===== src/rtl/core/xmodem_checksum_receiver_core_macros.svh =====
`ifndef XMODEM_CHECKSUM_RECEIVER_CORE_MACROS_SVH
`define XMODEM_CHECKSUM_RECEIVER_CORE_MACROS_SVH

// Same-cycle implication, clocked on clk_i, off during reset.
`define XCR_ASSERT_IMPL(lbl, ante, cons, msg) \
  lbl: assert property (@(posedge clk_i) disable iff (!rst_ni) (ante) |-> (cons)) \
    else $error(msg);

// Next-cycle implication, clocked on clk_i, off during reset.
`define XCR_ASSERT_NEXT(lbl, ante, cons, msg) \
  lbl: assert property (@(posedge clk_i) disable iff (!rst_ni) (ante) |=> (cons)) \
    else $error(msg);

`endif


===== src/rtl/core/xcr_pkg.sv =====
`default_nettype none

package xcr_pkg;

  localparam int ADDR_WIDTH  = 20;
  localparam int LEN_WIDTH   = ADDR_WIDTH + 1;
  localparam int BLOCK_BYTES = 128;
  localparam int IDX_WIDTH   = $clog2(BLOCK_BYTES);
  localparam int TICK_WIDTH  = 15;

  localparam logic [TICK_WIDTH-1:0] NAK_IDLE_RESET = TICK_WIDTH'(20000);

  localparam logic [1:0] KIND_TICK    = 2'd0;
  localparam logic [1:0] KIND_BYTE    = 2'd1;
  localparam logic [1:0] KIND_RESTART = 2'd2;

  localparam logic [7:0] CH_SOH = 8'h01;
  localparam logic [7:0] CH_EOT = 8'h04;
  localparam logic [7:0] CH_ACK = 8'h06;
  localparam logic [7:0] CH_NAK = 8'h15;
  localparam logic [7:0] CH_CAN = 8'h18;
  localparam logic [7:0] BLK_INV_MATCH = 8'hFF;

  localparam logic [1:0] FINISH_RUNNING = 2'd0;
  localparam logic [1:0] FINISH_OK      = 2'd1;
  localparam logic [1:0] FINISH_FAIL    = 2'd2;

  typedef struct packed {
    logic [1:0] kind;
    logic [7:0] rx_byte;
  } item_t;

  typedef struct packed {
    logic                  send_valid;
    logic [7:0]            send_byte;
    logic                  write_valid;
    logic [ADDR_WIDTH-1:0] write_address;
    logic [7:0]            write_data;
    logic [1:0]            finish_status;
    logic [LEN_WIDTH-1:0]  received_length;
  } result_t;

endpackage

`default_nettype wire


===== src/rtl/core/xcr_in_stage.sv =====
`default_nettype none

module xcr_in_stage (
  input  wire logic          clk_i,
  input  wire logic          rst_ni,
  input  wire logic          in_valid_i,
  output      logic          in_stall_o,
  input  wire xcr_pkg::item_t in_data_i,
  input  wire logic          take_i,
  output      logic          item_valid_o,
  output      xcr_pkg::item_t item_o
);

  logic           valid_q;
  xcr_pkg::item_t item_q;

  assign in_stall_o   = valid_q & ~take_i;
  assign item_valid_o = valid_q;
  assign item_o       = item_q;

  always_ff @(posedge clk_i or negedge rst_ni) begin
    if (!rst_ni) begin
      valid_q <= 1'b0;
    end else if (!in_stall_o) begin
      valid_q <= in_valid_i;
    end
  end

  always_ff @(posedge clk_i) begin
    if (!in_stall_o && in_valid_i) begin
      item_q <= in_data_i;
    end
  end

endmodule

`default_nettype wire


===== src/rtl/core/xcr_out_stage.sv =====
`default_nettype none

module xcr_out_stage (
  input  wire logic             clk_i,
  input  wire logic             rst_ni,
  input  wire logic             load_i,
  input  wire xcr_pkg::result_t result_i,
  output      logic             ready_o,
  output      logic             out_valid_o,
  input  wire logic             out_stall_i,
  output      xcr_pkg::result_t out_data_o
);

  logic             valid_q;
  xcr_pkg::result_t data_q;

  assign ready_o     = ~valid_q | ~out_stall_i;
  assign out_valid_o = valid_q;
  assign out_data_o  = data_q;

  always_ff @(posedge clk_i or negedge rst_ni) begin
    if (!rst_ni) begin
      valid_q <= 1'b0;
    end else if (ready_o) begin
      valid_q <= load_i;
    end
  end

  always_ff @(posedge clk_i) begin
    if (ready_o && load_i) begin
      data_q <= result_i;
    end
  end

endmodule

`default_nettype wire


===== src/rtl/core/xcr_engine.sv =====
`default_nettype none

`include "xmodem_checksum_receiver_core_macros.svh"

module xcr_engine (
  input  wire logic                               clk_i,
  input  wire logic                               rst_ni,
  input  wire logic                               cfg_we_i,
  input  wire logic [xcr_pkg::TICK_WIDTH-1:0]     cfg_wdata_i,
  input  wire logic                               fire_i,
  input  wire xcr_pkg::item_t                     item_i,
  output      xcr_pkg::result_t                   result_o
);

  localparam logic [2:0] PH_CTRL      = 3'd0;
  localparam logic [2:0] PH_BLK       = 3'd1;
  localparam logic [2:0] PH_BLK_INV   = 3'd2;
  localparam logic [2:0] PH_DATA      = 3'd3;
  localparam logic [2:0] PH_SUM       = 3'd4;
  localparam logic [2:0] PH_DONE_OK   = 3'd5;
  localparam logic [2:0] PH_DONE_FAIL = 3'd6;

  localparam int LW = xcr_pkg::LEN_WIDTH;
  localparam int AW = xcr_pkg::ADDR_WIDTH;
  localparam int IW = xcr_pkg::IDX_WIDTH;
  localparam int TW = xcr_pkg::TICK_WIDTH;

  localparam logic [LW:0]   BufSize  = {2'b01, {AW{1'b0}}};
  localparam logic [IW-1:0] LastIdx  = IW'(xcr_pkg::BLOCK_BYTES - 1);

  logic [TW-1:0] nak_ticks_q;
  logic [2:0]    phase_q, phase_d;
  logic [7:0]    exp_blk_q, exp_blk_d;
  logic [7:0]    rcv_blk_q, rcv_blk_d;
  logic [IW-1:0] byte_idx_q, byte_idx_d;
  logic [7:0]    sum_q, sum_d;
  logic [LW-1:0] total_q, total_d;
  logic [TW-1:0] idle_q, idle_d;

  logic          overflow;
  logic [7:0]    rx;
  xcr_pkg::result_t res;

  assign rx       = item_i.rx_byte;
  assign overflow = ({1'b0, total_q} + (LW+1)'(xcr_pkg::BLOCK_BYTES)) > BufSize;

  always_comb begin
    phase_d    = phase_q;
    exp_blk_d  = exp_blk_q;
    rcv_blk_d  = rcv_blk_q;
    byte_idx_d = byte_idx_q;
    sum_d      = sum_q;
    total_d    = total_q;
    idle_d     = idle_q;
    res        = '0;

    case (item_i.kind)
      xcr_pkg::KIND_RESTART: begin
        phase_d    = PH_CTRL;
        exp_blk_d  = 8'd1;
        rcv_blk_d  = '0;
        byte_idx_d = '0;
        sum_d      = '0;
        total_d    = '0;
        idle_d     = '0;
      end
      xcr_pkg::KIND_TICK: begin
        if (phase_q == PH_CTRL && total_q == '0) begin
          if (idle_q >= nak_ticks_q) begin
            idle_d         = '0;
            res.send_valid = 1'b1;
            res.send_byte  = xcr_pkg::CH_NAK;
          end else begin
            idle_d = idle_q + TW'(1);
          end
        end
      end
      xcr_pkg::KIND_BYTE: begin
        case (phase_q)
          PH_CTRL: begin
            idle_d = '0;
            if (rx == xcr_pkg::CH_CAN) begin
              phase_d = PH_DONE_FAIL;
            end else if (rx == xcr_pkg::CH_EOT) begin
              res.send_valid = 1'b1;
              res.send_byte  = xcr_pkg::CH_ACK;
              phase_d        = PH_DONE_OK;
            end else if (rx == xcr_pkg::CH_SOH) begin
              phase_d = overflow ? PH_DONE_FAIL : PH_BLK;
            end else if (total_q != '0) begin
              phase_d = PH_DONE_FAIL;
            end
          end
          PH_BLK: begin
            if (rx != exp_blk_q) begin
              res.send_valid = 1'b1;
              res.send_byte  = xcr_pkg::CH_NAK;
              phase_d        = PH_CTRL;
            end else begin
              rcv_blk_d = rx;
              phase_d   = PH_BLK_INV;
            end
          end
          PH_BLK_INV: begin
            if ((rcv_blk_q ^ rx) != xcr_pkg::BLK_INV_MATCH) begin
              res.send_valid = 1'b1;
              res.send_byte  = xcr_pkg::CH_NAK;
              phase_d        = PH_CTRL;
            end else begin
              byte_idx_d = '0;
              sum_d      = '0;
              phase_d    = PH_DATA;
            end
          end
          PH_DATA: begin
            res.write_valid   = 1'b1;
            res.write_address = total_q[AW-1:0] + AW'(byte_idx_q);
            res.write_data    = rx;
            sum_d             = sum_q + rx;
            if (byte_idx_q == LastIdx) begin
              byte_idx_d = '0;
              phase_d    = PH_SUM;
            end else begin
              byte_idx_d = byte_idx_q + IW'(1);
            end
          end
          PH_SUM: begin
            res.send_valid = 1'b1;
            if (sum_q == rx) begin
              exp_blk_d     = exp_blk_q + 8'd1;
              total_d       = total_q + LW'(xcr_pkg::BLOCK_BYTES);
              res.send_byte = xcr_pkg::CH_ACK;
            end else begin
              res.send_byte = xcr_pkg::CH_NAK;
            end
            phase_d = PH_CTRL;
          end
          default: begin
          end
        endcase
      end
      default: begin
      end
    endcase

    res.finish_status   = (phase_d == PH_DONE_OK)   ? xcr_pkg::FINISH_OK   :
                          (phase_d == PH_DONE_FAIL) ? xcr_pkg::FINISH_FAIL :
                                                      xcr_pkg::FINISH_RUNNING;
    res.received_length = total_d;
  end

  assign result_o = res;

  always_ff @(posedge clk_i or negedge rst_ni) begin
    if (!rst_ni) begin
      nak_ticks_q <= xcr_pkg::NAK_IDLE_RESET;
    end else if (cfg_we_i) begin
      nak_ticks_q <= cfg_wdata_i;
    end
  end

  always_ff @(posedge clk_i or negedge rst_ni) begin
    if (!rst_ni) begin
      phase_q    <= PH_CTRL;
      exp_blk_q  <= 8'd1;
      rcv_blk_q  <= '0;
      byte_idx_q <= '0;
      sum_q      <= '0;
      total_q    <= '0;
      idle_q     <= '0;
    end else if (fire_i) begin
      phase_q    <= phase_d;
      exp_blk_q  <= exp_blk_d;
      rcv_blk_q  <= rcv_blk_d;
      byte_idx_q <= byte_idx_d;
      sum_q      <= sum_d;
      total_q    <= total_d;
      idle_q     <= idle_d;
    end
  end

  `XCR_ASSERT_IMPL(a_write_only_in_data, fire_i && res.write_valid, phase_q == PH_DATA, "data write outside data phase")
  `XCR_ASSERT_IMPL(a_send_is_ack_or_nak, res.send_valid, res.send_byte == xcr_pkg::CH_ACK || res.send_byte == xcr_pkg::CH_NAK, "bad send byte")
  `XCR_ASSERT_IMPL(a_len_block_aligned, 1'b1, total_q[IW-1:0] == '0, "length not block aligned")
  `XCR_ASSERT_NEXT(a_done_sticks, fire_i && phase_q == PH_DONE_OK && item_i.kind != xcr_pkg::KIND_RESTART, phase_q == PH_DONE_OK, "left finished state without restart")

endmodule

`default_nettype wire


===== src/rtl/core/xmodem_checksum_receiver_core.sv =====
`default_nettype none

// XMODEM receiver (8-bit checksum, 128-byte SOH blocks). Each input transaction
// is an idle tick, a received byte or a restart, and yields exactly one result
// transaction carrying an optional ACK/NAK to send, an optional buffer write,
// the finish status and the received length. Transactions pass through an input
// register, a combinational state update and an output register, so the core
// takes one transaction per clock unless out_stall_i holds the output;
// out_valid_o rises once a transaction has moved from the input register into
// the output register, whose stall backs up into in_stall_o in the same cycle.
// nak_idle_ticks (cfg_wdata_i, reset 20000) may be written only while idle.

module xmodem_checksum_receiver_core (
  input  wire logic                           clk_i,
  input  wire logic                           rst_ni,
  input  wire logic                           cfg_we_i,
  input  wire logic [xcr_pkg::TICK_WIDTH-1:0] cfg_wdata_i,
  input  wire logic                           in_valid_i,
  output      logic                           in_stall_o,
  input  wire xcr_pkg::item_t                 in_data_i,
  output      logic                           out_valid_o,
  input  wire logic                           out_stall_i,
  output      xcr_pkg::result_t               out_data_o
);

  logic             item_valid;
  xcr_pkg::item_t   item;
  logic             out_ready;
  logic             fire;
  xcr_pkg::result_t result;

  assign fire = item_valid & out_ready;

  xcr_in_stage u_in (
    .clk_i        (clk_i),
    .rst_ni       (rst_ni),
    .in_valid_i   (in_valid_i),
    .in_stall_o   (in_stall_o),
    .in_data_i    (in_data_i),
    .take_i       (out_ready),
    .item_valid_o (item_valid),
    .item_o       (item)
  );

  xcr_engine u_engine (
    .clk_i       (clk_i),
    .rst_ni      (rst_ni),
    .cfg_we_i    (cfg_we_i),
    .cfg_wdata_i (cfg_wdata_i),
    .fire_i      (fire),
    .item_i      (item),
    .result_o    (result)
  );

  xcr_out_stage u_out (
    .clk_i       (clk_i),
    .rst_ni      (rst_ni),
    .load_i      (fire),
    .result_i    (result),
    .ready_o     (out_ready),
    .out_valid_o (out_valid_o),
    .out_stall_i (out_stall_i),
    .out_data_o  (out_data_o)
  );

endmodule

`default_nettype wire

===== config.mk =====
export PLATFORM = sky130hd
export DESIGN_NAME = xmodem_checksum_receiver_core
export DESIGN_NICKNAME = d
export VERILOG_FILES = /design/src/rtl/core/xcr_pkg.sv /design/src/rtl/core/xcr_in_stage.sv /design/src/rtl/core/xcr_out_stage.sv /design/src/rtl/core/xcr_engine.sv /design/src/rtl/core/xmodem_checksum_receiver_core.sv
export VERILOG_INCLUDE_DIRS = /design/src /design/src/rtl/core
export SDC_FILE = /design/constraint.sdc
export NUM_CORES = 1
export LEC_CHECK = 0
export BUFFER_PORTS_ARGS = -buffer_cell sky130_fd_sc_hd__buf_4
export CORE_MARGIN = 2
export CORE_UTILIZATION = 50
export CTS_CLUSTER_SIZE = 30
export DETAILED_ROUTE_END_ITERATION = 12
export PLACE_DENSITY = 0.8
export SLEW_MARGIN = 15
export SYNTH_ARGS = -nofsm -noshare
export SYNTH_HDL_FRONTEND = slang
export SYNTH_SLANG_ARGS = --single-unit

===== constraint.sdc =====
create_clock -name clk_i -period 4.1 [get_ports clk_i]
set_input_delay 0.205 -clock clk_i [delete_from_list [all_inputs] [get_ports clk_i]]
set_output_delay 0.205 -clock clk_i [all_outputs]
set_load 0.005 [all_outputs]

==> flow_summary_export.csv, run 1 <==
group,metric,value,unit
status,run_status,"finished clean",
grt,antenna_found_initial,0,
place,gp_congestion,0.920,
logic_synthesis,ys_seq_area_frac,0.484,
critical_path,cpMaxStageDelayCell,"nor2b_1",
job,cap_violations,0,
detailed_routing,drc,0,
clocking,h-tree-depth,4,
cells_and_area,layout_commonest_cell,"nand2_1",
detailed_routing,wirelength,20400,um
logic_synthesis,synth_top_area_frac,0.237,
logic_synthesis,ys_top_cells_by_area,"dfrtp_1, edfxtp_1, ha_1",
floorplanning,io-pin-count,93,
critical_path,end_kind,"flop",
sta,setup_viol,0,
critical_path,crit_buf_inv,0,
detailed_routing,dr.pass1.iters,6,
sta,max_freq,313,MHz
clocking,post-cts-setup-buffers,0,
detailed_routing,final_antenna_net_count,0,
critical_path,worstPathMaxFanout,10,
critical_path,path_delay_family,"simple AND/OR/NAND/NOR gates",
logic_synthesis,avgSynthCellArea,9.77,um2
logic_synthesis,yosysUniqueCellTypes,75,
clocking,clkTransAtPathRegs,0.07,ns
critical_path,worst_ep_arrival_time,3.52,ns
clocking,root_buffer,"clkbuf_16",
critical_path,cpPeakStageDelay,0.70,ns
place,portBuffers,88,
logic_synthesis,yosysWarnings,0,
detailed_routing,dr_total_vias,6931,
clocking,clk_latency,0.43,ns
grt,grt_pass1_vias,6716,
clocking,ctsLongestPathBuffers,2,
clocking,cts-resized-gates,0,
pwr,clkPwrFrac,0.398,
logic_synthesis,netlist_instances,876,
pwr,swShare,0.274,
logic_synthesis,synth_edf_count,65,
logic_synthesis,synth_area,8550,um2
sta,skew,0.00963,ns
grt,grt.overflow.total,0,
hold_path,hold_path_class,"input port to flop",
logic_synthesis,synth-seq-cells,152,
clocking,cts_tree,"done",
sta,fin_crit_sh,0.779,
logic_synthesis,synth_top_area_cell,"dfrtp_1",
grt,gr-usage-all-layers,0.233,
sta,drv_slew,0,
pwr,p_sw,1.04,mW
critical_path,critPathRequiredTime,4.42,ns
detailed_routing,drtIter0Drc,692,
floorplanning,fp.dieH,135,um
cells_and_area,utilization,0.612,
sta,tns,0,ns
floorplanning,core,16600,um2
floorplanning,num_rows,47,
grt,grt_max_degree,58,
logic_synthesis,ys.flop_type,"dfrtp_1",
grt,grt_pass1_wl,33400,um
pwr,pwr-share-comb,0.137,
pwr,p_leak,4.44,nW
cells_and_area,layout_common_cells,"nand2_1, buf_4, dfrtp_1",
sta,max-slew-margin-rel,0.304,
cells_and_area,layout.nets,1044,
pwr,power_frac_seq,0.465,
floorplanning,die_area,18200,um2
cells_and_area,diodes,0,
floorplanning,initial_core_util,0.514,
pwr,p_int,2.75,mW
clocking,clkSinkCount,152,
cells_and_area,drive_above_1_share,0.165,
detailed_routing,wire_per_inst,16.9,um
logic_synthesis,synthArstFlopShare,0.572,
pwr,p_per_area,373,nW/um2
detailed_routing,viasPerCell,5.74,
cells_and_area,areaGrowthSynthToFinish,19.0,%
critical_path,start_kind,"flop",
sta,worst_pin_slew,1.04,ns
clocking,numCtsBuffers,17,
sta,final_hold_viol_count,0,
pwr,vdd_drop_max,0.306,mV
floorplanning,die_width,135,um
critical_path,cp_cell_sequence,"ha_1, nor3_1, nand3_1, nor2b_1, o21ai_0, mux2_2, mux2_2",
critical_path,cp_common_cell,"mux2_2",
sta,rsz0062_at_grt,"no",
sta,period_needed,3.20,ns
critical_path,worstSetupPathType,"flop to flop",
place,dp_hpwl,14100,um
cell type report:
| class | count | area, um2 |
|---|---|---|
| well taps | 220 | 275 |
| repair buffers | 123 | 986 |
| clock inverters | 14 | 138 |
| flip-flops and latches | 152 | 4140 |
| inverters | 44 | 165 |
| multi-input cells | 637 | 4050 |
| clock buffers | 18 | 429 |
| fillers | 1359 | 6460 |
path summary, 6_finish.rpt:
check / start / depth (start not counted) / to / slack, ns
setup / recovery: u_in.item_o[4] / 7 / u_engine.total_q[7] / 0.90
hold / removal: cfg_wdata_i[0] / 2 / u_engine.nak_ticks_q[0] / 0.009
setup reg to reg: u_in.item_o[4] / 7 / u_engine.total_q[7] / 0.90
hold reg to reg: u_engine.sum_q[5] / 2 / u_engine.sum_q[5] / 0.49
max in group asynchronous: rst_ni / 3 / u_engine.nak_ticks_q[14] / 2.75
min in group asynchronous: rst_ni / 2 / u_engine.total_q[4] / 0.40
flip-flops by register name, summed over array words and instances, names as in the netlist, 7 cells and up:
signal / cells
u_engine.nak_ticks_q: 15
u_out.out_data_o: 55
u_engine.sum_q: 8
u_engine.idle_q: 15
u_in.item_o: 10
u_engine.byte_idx_q: 7
u_engine.exp_blk_q: 8
u_engine.rcv_blk_q: 8
u_engine.total_q: 21
cell usage after synthesis (3+ instances only):
master and number:
nand2b_1 8, nor3_1 19, a21o_1 12, nor3b_1 5
nor2b_1 16, nor4_1 7, nor2_1 59, mux2i_1 7
o22ai_1 5, inv_1 43, buf_4 8, a21boi_0 7
and2_1 28, nand3_1 24, and3_1 13, dfstp_2 6
mux2_2 3, o21bai_1 3, a22o_1 23, clkbuf_1 28
a31oi_1 7, edfxtp_1 65, a2111o_1 3, or3_1 5
o21ai_1 4, xor2_1 21, a32o_1 4, nand4_1 16
o211ai_1 3, or2_2 11, xnor2_1 21, dfrtp_1 81
a21oi_1 35, o221ai_1 12, nand2_1 122, o21ai_0 54
buf_2 8, ha_1 37
layer usage:
layer	global-route usage	routed length [um]
met1	0.307	8790
met3	0.0375	1250
met4	0.0901	459
met5	0	0
met2	0.387	9910
power by group through the flow:
stage	registers (mW)	clock network, mW	logic (mW)
2_1_floorplan	1.76	0	0.327
3_3_place_gp	1.79	0	0.484
3_5_place_dp	1.79	0	0.497
4_1_cts	1.76	1.53	0.518
5_1_grt	1.77	1.59	0.579
6_report	1.76	1.51	0.519
stage by stage:
stage	instances	setup WS, ns	instance area, um2	hold slack [ns]	power (mW)
floorplan	879	0.629	8570	-0.0906	2.09
global placement	1151	1.07	9360	0.333	2.27
detailed placement	1151	0.982	9360	0.340	2.29
CTS	1208	0.966	10200	0.00251	3.81
global route	1208	0.712	10200	0.0176	3.95
finish	1208	0.905	10200	0.00905	3.79
cells by family (layout without fill, tap and decap cells):
kind of cell,after synthesis,count (layout),share of synthesized area
AND/OR/NAND/NOR,350,350,0.205
flip-flops,152,152,0.484
AO/OA/AOI/OAI,192,192,0.152
XOR/XNOR,42,42,0.0430
multiplexers,10,10,0.0121
buffers and inverters,90,199,0.0450
adder cells (fa/ha/maj),39,39,0.0588
other,1,4,0.000438
repair_timing:
item | CTS | global route
hold buffers | 25 | 0
endpoints found under the hold margin | 79 | 0
setup endpoints to repair | 0 | 0
(Power assumes the default switching activity.)
==> run 2: changes to the inputs <==
--- a/config.mk
+++ b/config.mk
@@ -6,12 +6,13 @@
 export SDC_FILE = /design/constraint.sdc
 export NUM_CORES = 1
 export LEC_CHECK = 0
+export ABC_AREA = 1
 export BUFFER_PORTS_ARGS = -buffer_cell sky130_fd_sc_hd__buf_4
 export CORE_MARGIN = 2
 export CORE_UTILIZATION = 50
 export CTS_CLUSTER_SIZE = 30
 export DETAILED_ROUTE_END_ITERATION = 12
-export PLACE_DENSITY = 0.8
+export PLACE_DENSITY = 0.83
 export SLEW_MARGIN = 15
 export SYNTH_ARGS = -nofsm -noshare
 export SYNTH_HDL_FRONTEND = slang
==> constraint.sdc (replaced) <==
create_clock -name clk_i -period 2.9 [get_ports clk_i]
set_input_delay 0.145 -clock clk_i [delete_from_list [all_inputs] [get_ports clk_i]]
set_output_delay 0.145 -clock clk_i [all_outputs]
set_load 0.005 [all_outputs]
==> flow_summary_export.csv, run 2 <==
group,metric,value,unit
status,run_status,"finished clean",
floorplanning,io-pin-count,93,
critical_path,cp_common_cell,"o21ai_0",
place,dp_cells,1230,
detailed_routing,dr.pass1.iters,6,
grt,grt_pass1_wl,32000,um
clocking,ctsLongestPathBuffers,2,
sta,fin_crit_sh,0.934,
pwr,vdd_drop_max,0.449,mV
critical_path,worstSetupPathType,"flop to flop",
cells_and_area,layout_commonest_cell,"nand2_1",
hold_path,hold_path_depth,3,
cells_and_area,layout_common_cells,"nand2_1, inv_1, buf_4",
critical_path,critPathRequiredTime,3.07,ns
sta,rsz0062_at_grt,"no",
clocking,numCtsBuffers,17,
detailed_routing,drtIter0Drc,744,
floorplanning,initial_core_util,0.513,
grt,grt.overflow.total,0,
critical_path,cpMaxStageDelayCell,"edfxtp_1",
pwr,p_int,4.15,mW
logic_synthesis,yosysUniqueCellTypes,49,
cells_and_area,diodes,0,
sta,skew,0.00729,ns
logic_synthesis,synth_top_area_frac,0.248,
cells_and_area,regArea,4140,um2
critical_path,path_delay_family,"simple AND/OR/NAND/NOR gates",
critical_path,crit_cells,10,
clocking,clkTransAtPathRegs,0.06,ns
place,gp_congestion,0.942,
critical_path,crit_buf_inv,2,
detailed_routing,wire_per_inst,15.3,um
logic_synthesis,netlist_instances,932,
sta,drv_slew,0,
logic_synthesis,synth-seq-cells,152,
grt,gr-usage-all-layers,0.229,
cells_and_area,fillers,1281,
sta,max-slew-margin-rel,0.496,
floorplanning,core,15900,um2
pwr,p_sw,1.53,mW
critical_path,worstPathMaxFanout,8,
logic_synthesis,ys_top_cells_by_area,"dfrtp_1, edfxtp_1, nand2_1",
logic_synthesis,yosysMostFrequentCell,"nand2_1",
pwr,power_frac_seq,0.449,
clocking,cts_tree,"done",
critical_path,r2r_cells,10,
pwr,p_per_area,566,nW/um2
critical_path,worst_ep_arrival_time,2.88,ns
sta,period_needed,2.71,ns
detailed_routing,final_antenna_net_count,0,
pwr,clkPwrFrac,0.393,
logic_synthesis,avgSynthCellArea,8.77,um2
floorplanning,num_rows,46,
logic_synthesis,ys_seq_area_frac,0.506,
sta,final_hold_viol_count,0,
logic_synthesis,ys.flop_type,"dfrtp_1",
grt,grt_pass1_vias,6716,
critical_path,cpPeakStageDelay,0.47,ns
pwr,p_leak,4.48,nW
detailed_routing,dr_total_vias,6945,
hold_path,hold_path_class,"input port to flop",
sta,setup_viol,0,
cells_and_area,final_cells,1294,
sta,tns,0,ns
sta,worst_pin_slew,0.757,ns
pwr,pwr-share-comb,0.157,
logic_synthesis,synth_area,8180,um2
cells_and_area,areaGrowthSynthToFinish,22.7,%
grt,antenna_found_initial,0,
job,cap_violations,0,
detailed_routing,wirelength,19800,um
logic_synthesis,yosysWarnings,0,
floorplanning,die_width,132,um
logic_synthesis,synth_top_area_cell,"dfrtp_1",
critical_path,end_kind,"flop",
clocking,clk_latency,0.44,ns
clocking,clkSinkCount,152,
floorplanning,fp.dieH,132,um
floorplanning,die_area,17400,um2
sta,max_freq,369,MHz
clocking,root_buffer,"clkbuf_16",
cells_and_area,drive_above_1_share,0.157,
grt,grt_max_degree,58,
pwr,swShare,0.269,
place,portBuffers,88,
logic_synthesis,synthTopCellsByCount,"nand2_1, inv_1, nor2_1",
logic_synthesis,synthArstFlopShare,0.572,
clocking,h-tree-depth,4,
pwr,p_total,5.68,mW
detailed_routing,drc,0,
place,dp_hpwl,13400,um
cells_and_area,largest_register_ffs,55,
detailed_routing,viasPerCell,5.37,
cells_and_area,layout.nets,1134,
critical_path,start_kind,"flop",
cells_and_area,multi_input_area,3450,um2
logic_synthesis,synth_edf_count,65,
critical_path,cp_cell_sequence,"ha_1, nor2_1, nand3_1, nor4_1, nand2_1, nor2_4, buf_12, clkinvlp_2, o21ai_0, o21ai_0",
==> run 2: cell count changes after synthesis, sizes merged, moves of 13 or more <==
cell / previous run / this run
inv: 43 / 127
nand2: 122 / 189
nor2: 59 / 102
and2: 29 / 1
o21ai: 58 / 84
a21oi: 36 / 58
a22o: 23 / 1
o22ai: 5 / 24
nor2b: 16 / 0
clkbuf: 28 / 13
xnor2: 21 / 7
and3: 13 / 0
==> run 2: routing by layer <==
layer  vias to the layer above  track usage  wire length [um]
met1                      3245        0.289              8370
met2                       257        0.385              9750
li1                       3389            -                 -
met5                         -            0                 0
met3                        54       0.0369              1020
met4                         0        0.106               623
==> run 2: timing repair <==
action / 4_1_cts / 5_1_grt
endpoints found under the setup margin: 0 / 9
hold buffers: 28 / 0
resized for setup: 0 / 2
hold endpoints to repair: 77 / 0
setup buffers: 0 / 2
==> run 2: through the flow <==
step                       util  cell area, um2  hold slack [ns]  worst slack, ns
after floorplan               -            8190           -0.151           0.0960
after global placement    0.571            9100            0.251            0.394
after detailed placement  0.571            9100            0.261            0.228
after CTS                 0.627            9990           0.0399            0.207
after global routing      0.629           10000            0.103           0.0429
final                     0.629           10000           0.0605            0.191
==> run 2: cells by family (layout without fill, tap and decap cells) <==
| family | Yosys count | after routing | synth area share |
|---|---|---|---|
| mux | 1 | 1 | 0.00138 |
| simple gates | 369 | 369 | 0.198 |
| fa+ha+maj | 39 | 39 | 0.0615 |
| flops | 152 | 152 | 0.506 |
| other cells | 1 | 4 | 0.000459 |
| buf+inv | 151 | 294 | 0.0736 |
| compound gates | 189 | 189 | 0.127 |
| xor+xnor | 30 | 30 | 0.0321 |
==> run 2: area by class of cell <==
cell class / count / share of cell area
well taps: 216 / 0.0269
repair buffers: 132 / 0.107
clock buffers: 23 / 0.0520
repair inverters: 2 / 0.00125
multi-input cells: 632 / 0.344
clock inverters: 9 / 0.00823
flip-flops and latches: 152 / 0.412
inverters: 128 / 0.0485
==> run 2: power groups by stage <==
stage | logic (mW) | clock network (mW) | registers, mW
2_1_floorplan | 0.531 | 0 | 2.57
3_3_place_gp | 0.837 | 0 | 2.59
3_5_place_dp | 0.854 | 0 | 2.59
4_1_cts | 0.888 | 2.26 | 2.55
5_1_grt | 1.00 | 2.33 | 2.57
6_report | 0.892 | 2.23 | 2.55
==> run 2: worst paths after layout <==
kind                                    from                      end  slack, ns
max                           u_in.item_o[3]     u_out.out_data_o[19]       0.19
min                                 cfg_we_i  u_engine.nak_ticks_q[5]       0.06
max reg2reg                   u_in.item_o[3]     u_out.out_data_o[19]       0.19
min reg2reg                u_engine.sum_q[5]        u_engine.sum_q[5]       0.49
max in group asynchronous             rst_ni    u_engine.exp_blk_q[0]       1.75
min in group asynchronous             rst_ni    u_engine.rcv_blk_q[7]       0.33
==> run 2: worst min-delay path, cell delays in order <==
cell and delay, ns:
buf_4 0.19, nand2_1 0.07, o21ai_0 0.07
==> run 3: changes to the inputs <==
--- a/config.mk
+++ b/config.mk
@@ -6,13 +6,13 @@
 export SDC_FILE = /design/constraint.sdc
 export NUM_CORES = 1
 export LEC_CHECK = 0
-export ABC_AREA = 1
+export ABC_AREA = 0
 export BUFFER_PORTS_ARGS = -buffer_cell sky130_fd_sc_hd__buf_4
 export CORE_MARGIN = 2
 export CORE_UTILIZATION = 50
 export CTS_CLUSTER_SIZE = 30
 export DETAILED_ROUTE_END_ITERATION = 12
-export PLACE_DENSITY = 0.83
+export PLACE_DENSITY = 0.82
 export SLEW_MARGIN = 15
 export SYNTH_ARGS = -nofsm -noshare
 export SYNTH_HDL_FRONTEND = slang
==> flow_summary_export.csv, run 3 (same netlist as run 1, synthesis figures left out) <==
group,metric,value,unit
sta,worst_pin_slew,1.15,ns
pwr,p_leak,4.59,nW
critical_path,worstPathMaxFanout,5,
job,cap_violations,0,
clocking,clkTransAtPathRegs,0.07,ns
grt,gr-usage-all-layers,0.230,
floorplanning,io-pin-count,93,
detailed_routing,dr_total_vias,7043,
critical_path,critPathRequiredTime,3.08,ns
floorplanning,fp.dieH,135,um
clocking,h-tree-depth,4,
hold_path,hold_path_class,"input port to flop",
detailed_routing,wirelength,20200,um
detailed_routing,drc,0,
grt,grt_pass1_vias,6807,
place,place_ws,0.234,ns
floorplanning,die_area,18200,um2
sta,skew,0.00989,ns
clocking,cts-resized-gates,0,
floorplanning,initial_core_util,0.514,
grt,grt.overflow.total,0,
sta,setup_viol,0,
cells_and_area,utilization,0.626,
cells_and_area,drive_above_1_share,0.185,
clocking,numCtsBuffers,17,
critical_path,worst_ep_arrival_time,2.89,ns
grt,grt_max_degree,46,
place,placed_cell_area,9560,um2
floorplanning,die_width,135,um
sta,max-slew-margin-rel,0.228,
clocking,cts_hold_buf,28,
pwr,p_per_area,517,nW/um2
clocking,cts_tree,"done",
clocking,root_buffer,"clkbuf_16",
detailed_routing,viasPerCell,5.70,
cells_and_area,largest_register_ffs,55,
grt,grt_pass1_wl,33000,um
cells_and_area,layout.nets,1072,
sta,final_hold_viol_count,0,
place,portBuffers,88,
pwr,p_total,5.38,mW
pwr,vdd_drop_max,0.455,mV
clocking,clk_latency,0.44,ns
sta,period_needed,2.71,ns
place,dp_hpwl,14100,um
clocking,ctsLongestPathBuffers,2,
place,gp_congestion,0.884,
detailed_routing,wire_per_inst,16.3,um
sta,fin_crit_sh,0.935,
status,run_status,"finished clean",
critical_path,worstSetupPathType,"flop to flop",
detailed_routing,drtIter0Drc,589,
sta,tns,0,ns
grt,antenna_found_initial,0,
detailed_routing,dr.pass1.iters,5,
clocking,post-cts-setup-buffers,0,
cells_and_area,diodes,0,
clocking,clkSinkCount,152,
sta,max_freq,369,MHz
sta,drv_slew,0,
sta,postLayoutSetupSlackWorst,0.188,ns
critical_path,end_kind,"flop",
cells_and_area,final_area,10400,um2
sta,rsz0062_at_grt,"no",
critical_path,start_kind,"flop",
floorplanning,num_rows,47,
floorplanning,core,16600,um2
detailed_routing,final_antenna_net_count,0,
cells_and_area,areaGrowthSynthToFinish,21.7,%
cells_and_area,layout_common_cells,"nand2_1, buf_4, dfrtp_1",
run 3: changes by cell type in the layout (fill, tap and decap cells not counted), sizes merged, moves of 22 or more:
| cell | before | now |
|---|---|---|
| a22o | 1 | 23 |
| and2 | 1 | 29 |
| inv | 128 | 50 |
| nand2 | 189 | 122 |
| nor2 | 102 | 59 |
| o21ai | 84 | 58 |
| a21oi | 58 | 36 |
run 3: cell type report:
type | instances | area [um2]
Timing Repair Buffer | 151 | 1220
Inverter | 44 | 165
Sequential cell | 152 | 4140
Multi-Input combinational cell | 637 | 4050
Clock inverter | 15 | 140
Clock buffer | 17 | 425
Tap cell | 220 | 275
Fill cell | 1322 | 6230
run 3: critical path, cell delays in order (launching register included):
cell       delay, ns
edfxtp_1        0.39
ha_1            0.35
nor4_1          0.47
nand4_2         0.24
or4_4           0.60
o21ai_0         0.22
nand2_1         0.08
o2bb2ai_1       0.12
run 3: worst paths after layout:
check	startpoint	end	slack [ns]	cells past startpoint
min in group asynchronous	rst_ni	u_engine.total_q[2]	0.26	2
min reg2reg	u_in.item_valid_o	u_out.out_valid_o	0.49	1
max reg2reg	u_in.item_o[6]	u_out.out_data_o[19]	0.19	7
min	cfg_we_i	u_engine.nak_ticks_q[11]	0.06	3
max	u_in.item_o[6]	u_out.out_data_o[19]	0.19	7
max in group asynchronous	rst_ni	u_engine.nak_ticks_q[10]	1.92	3
run 3: stage by stage:
stage          std cells  hold slack [ns]
2_1_floorplan        879           -0.151
3_3_place_gp        1176            0.181
3_5_place_dp        1176            0.188
4_1_cts             1236           0.0516
5_1_grt             1236           0.0947
6_report            1236           0.0565
run 3: report_power, final:
part | internal [mW] | switching [mW]
registers | 2.38 | 0.0704
clock network | 1.20 | 0.936
logic | 0.343 | 0.452
run 3: per-layer routing:
layer / global-route usage / up-vias / wire [um]
met2: 0.382 / 268 / 10000
met1: 0.299 / 3361 / 8480
met3: 0.0364 / 43 / 1170
met4: 0.101 / 0 / 551
met5: 0 / - / 0
li1: - / 3371 / -
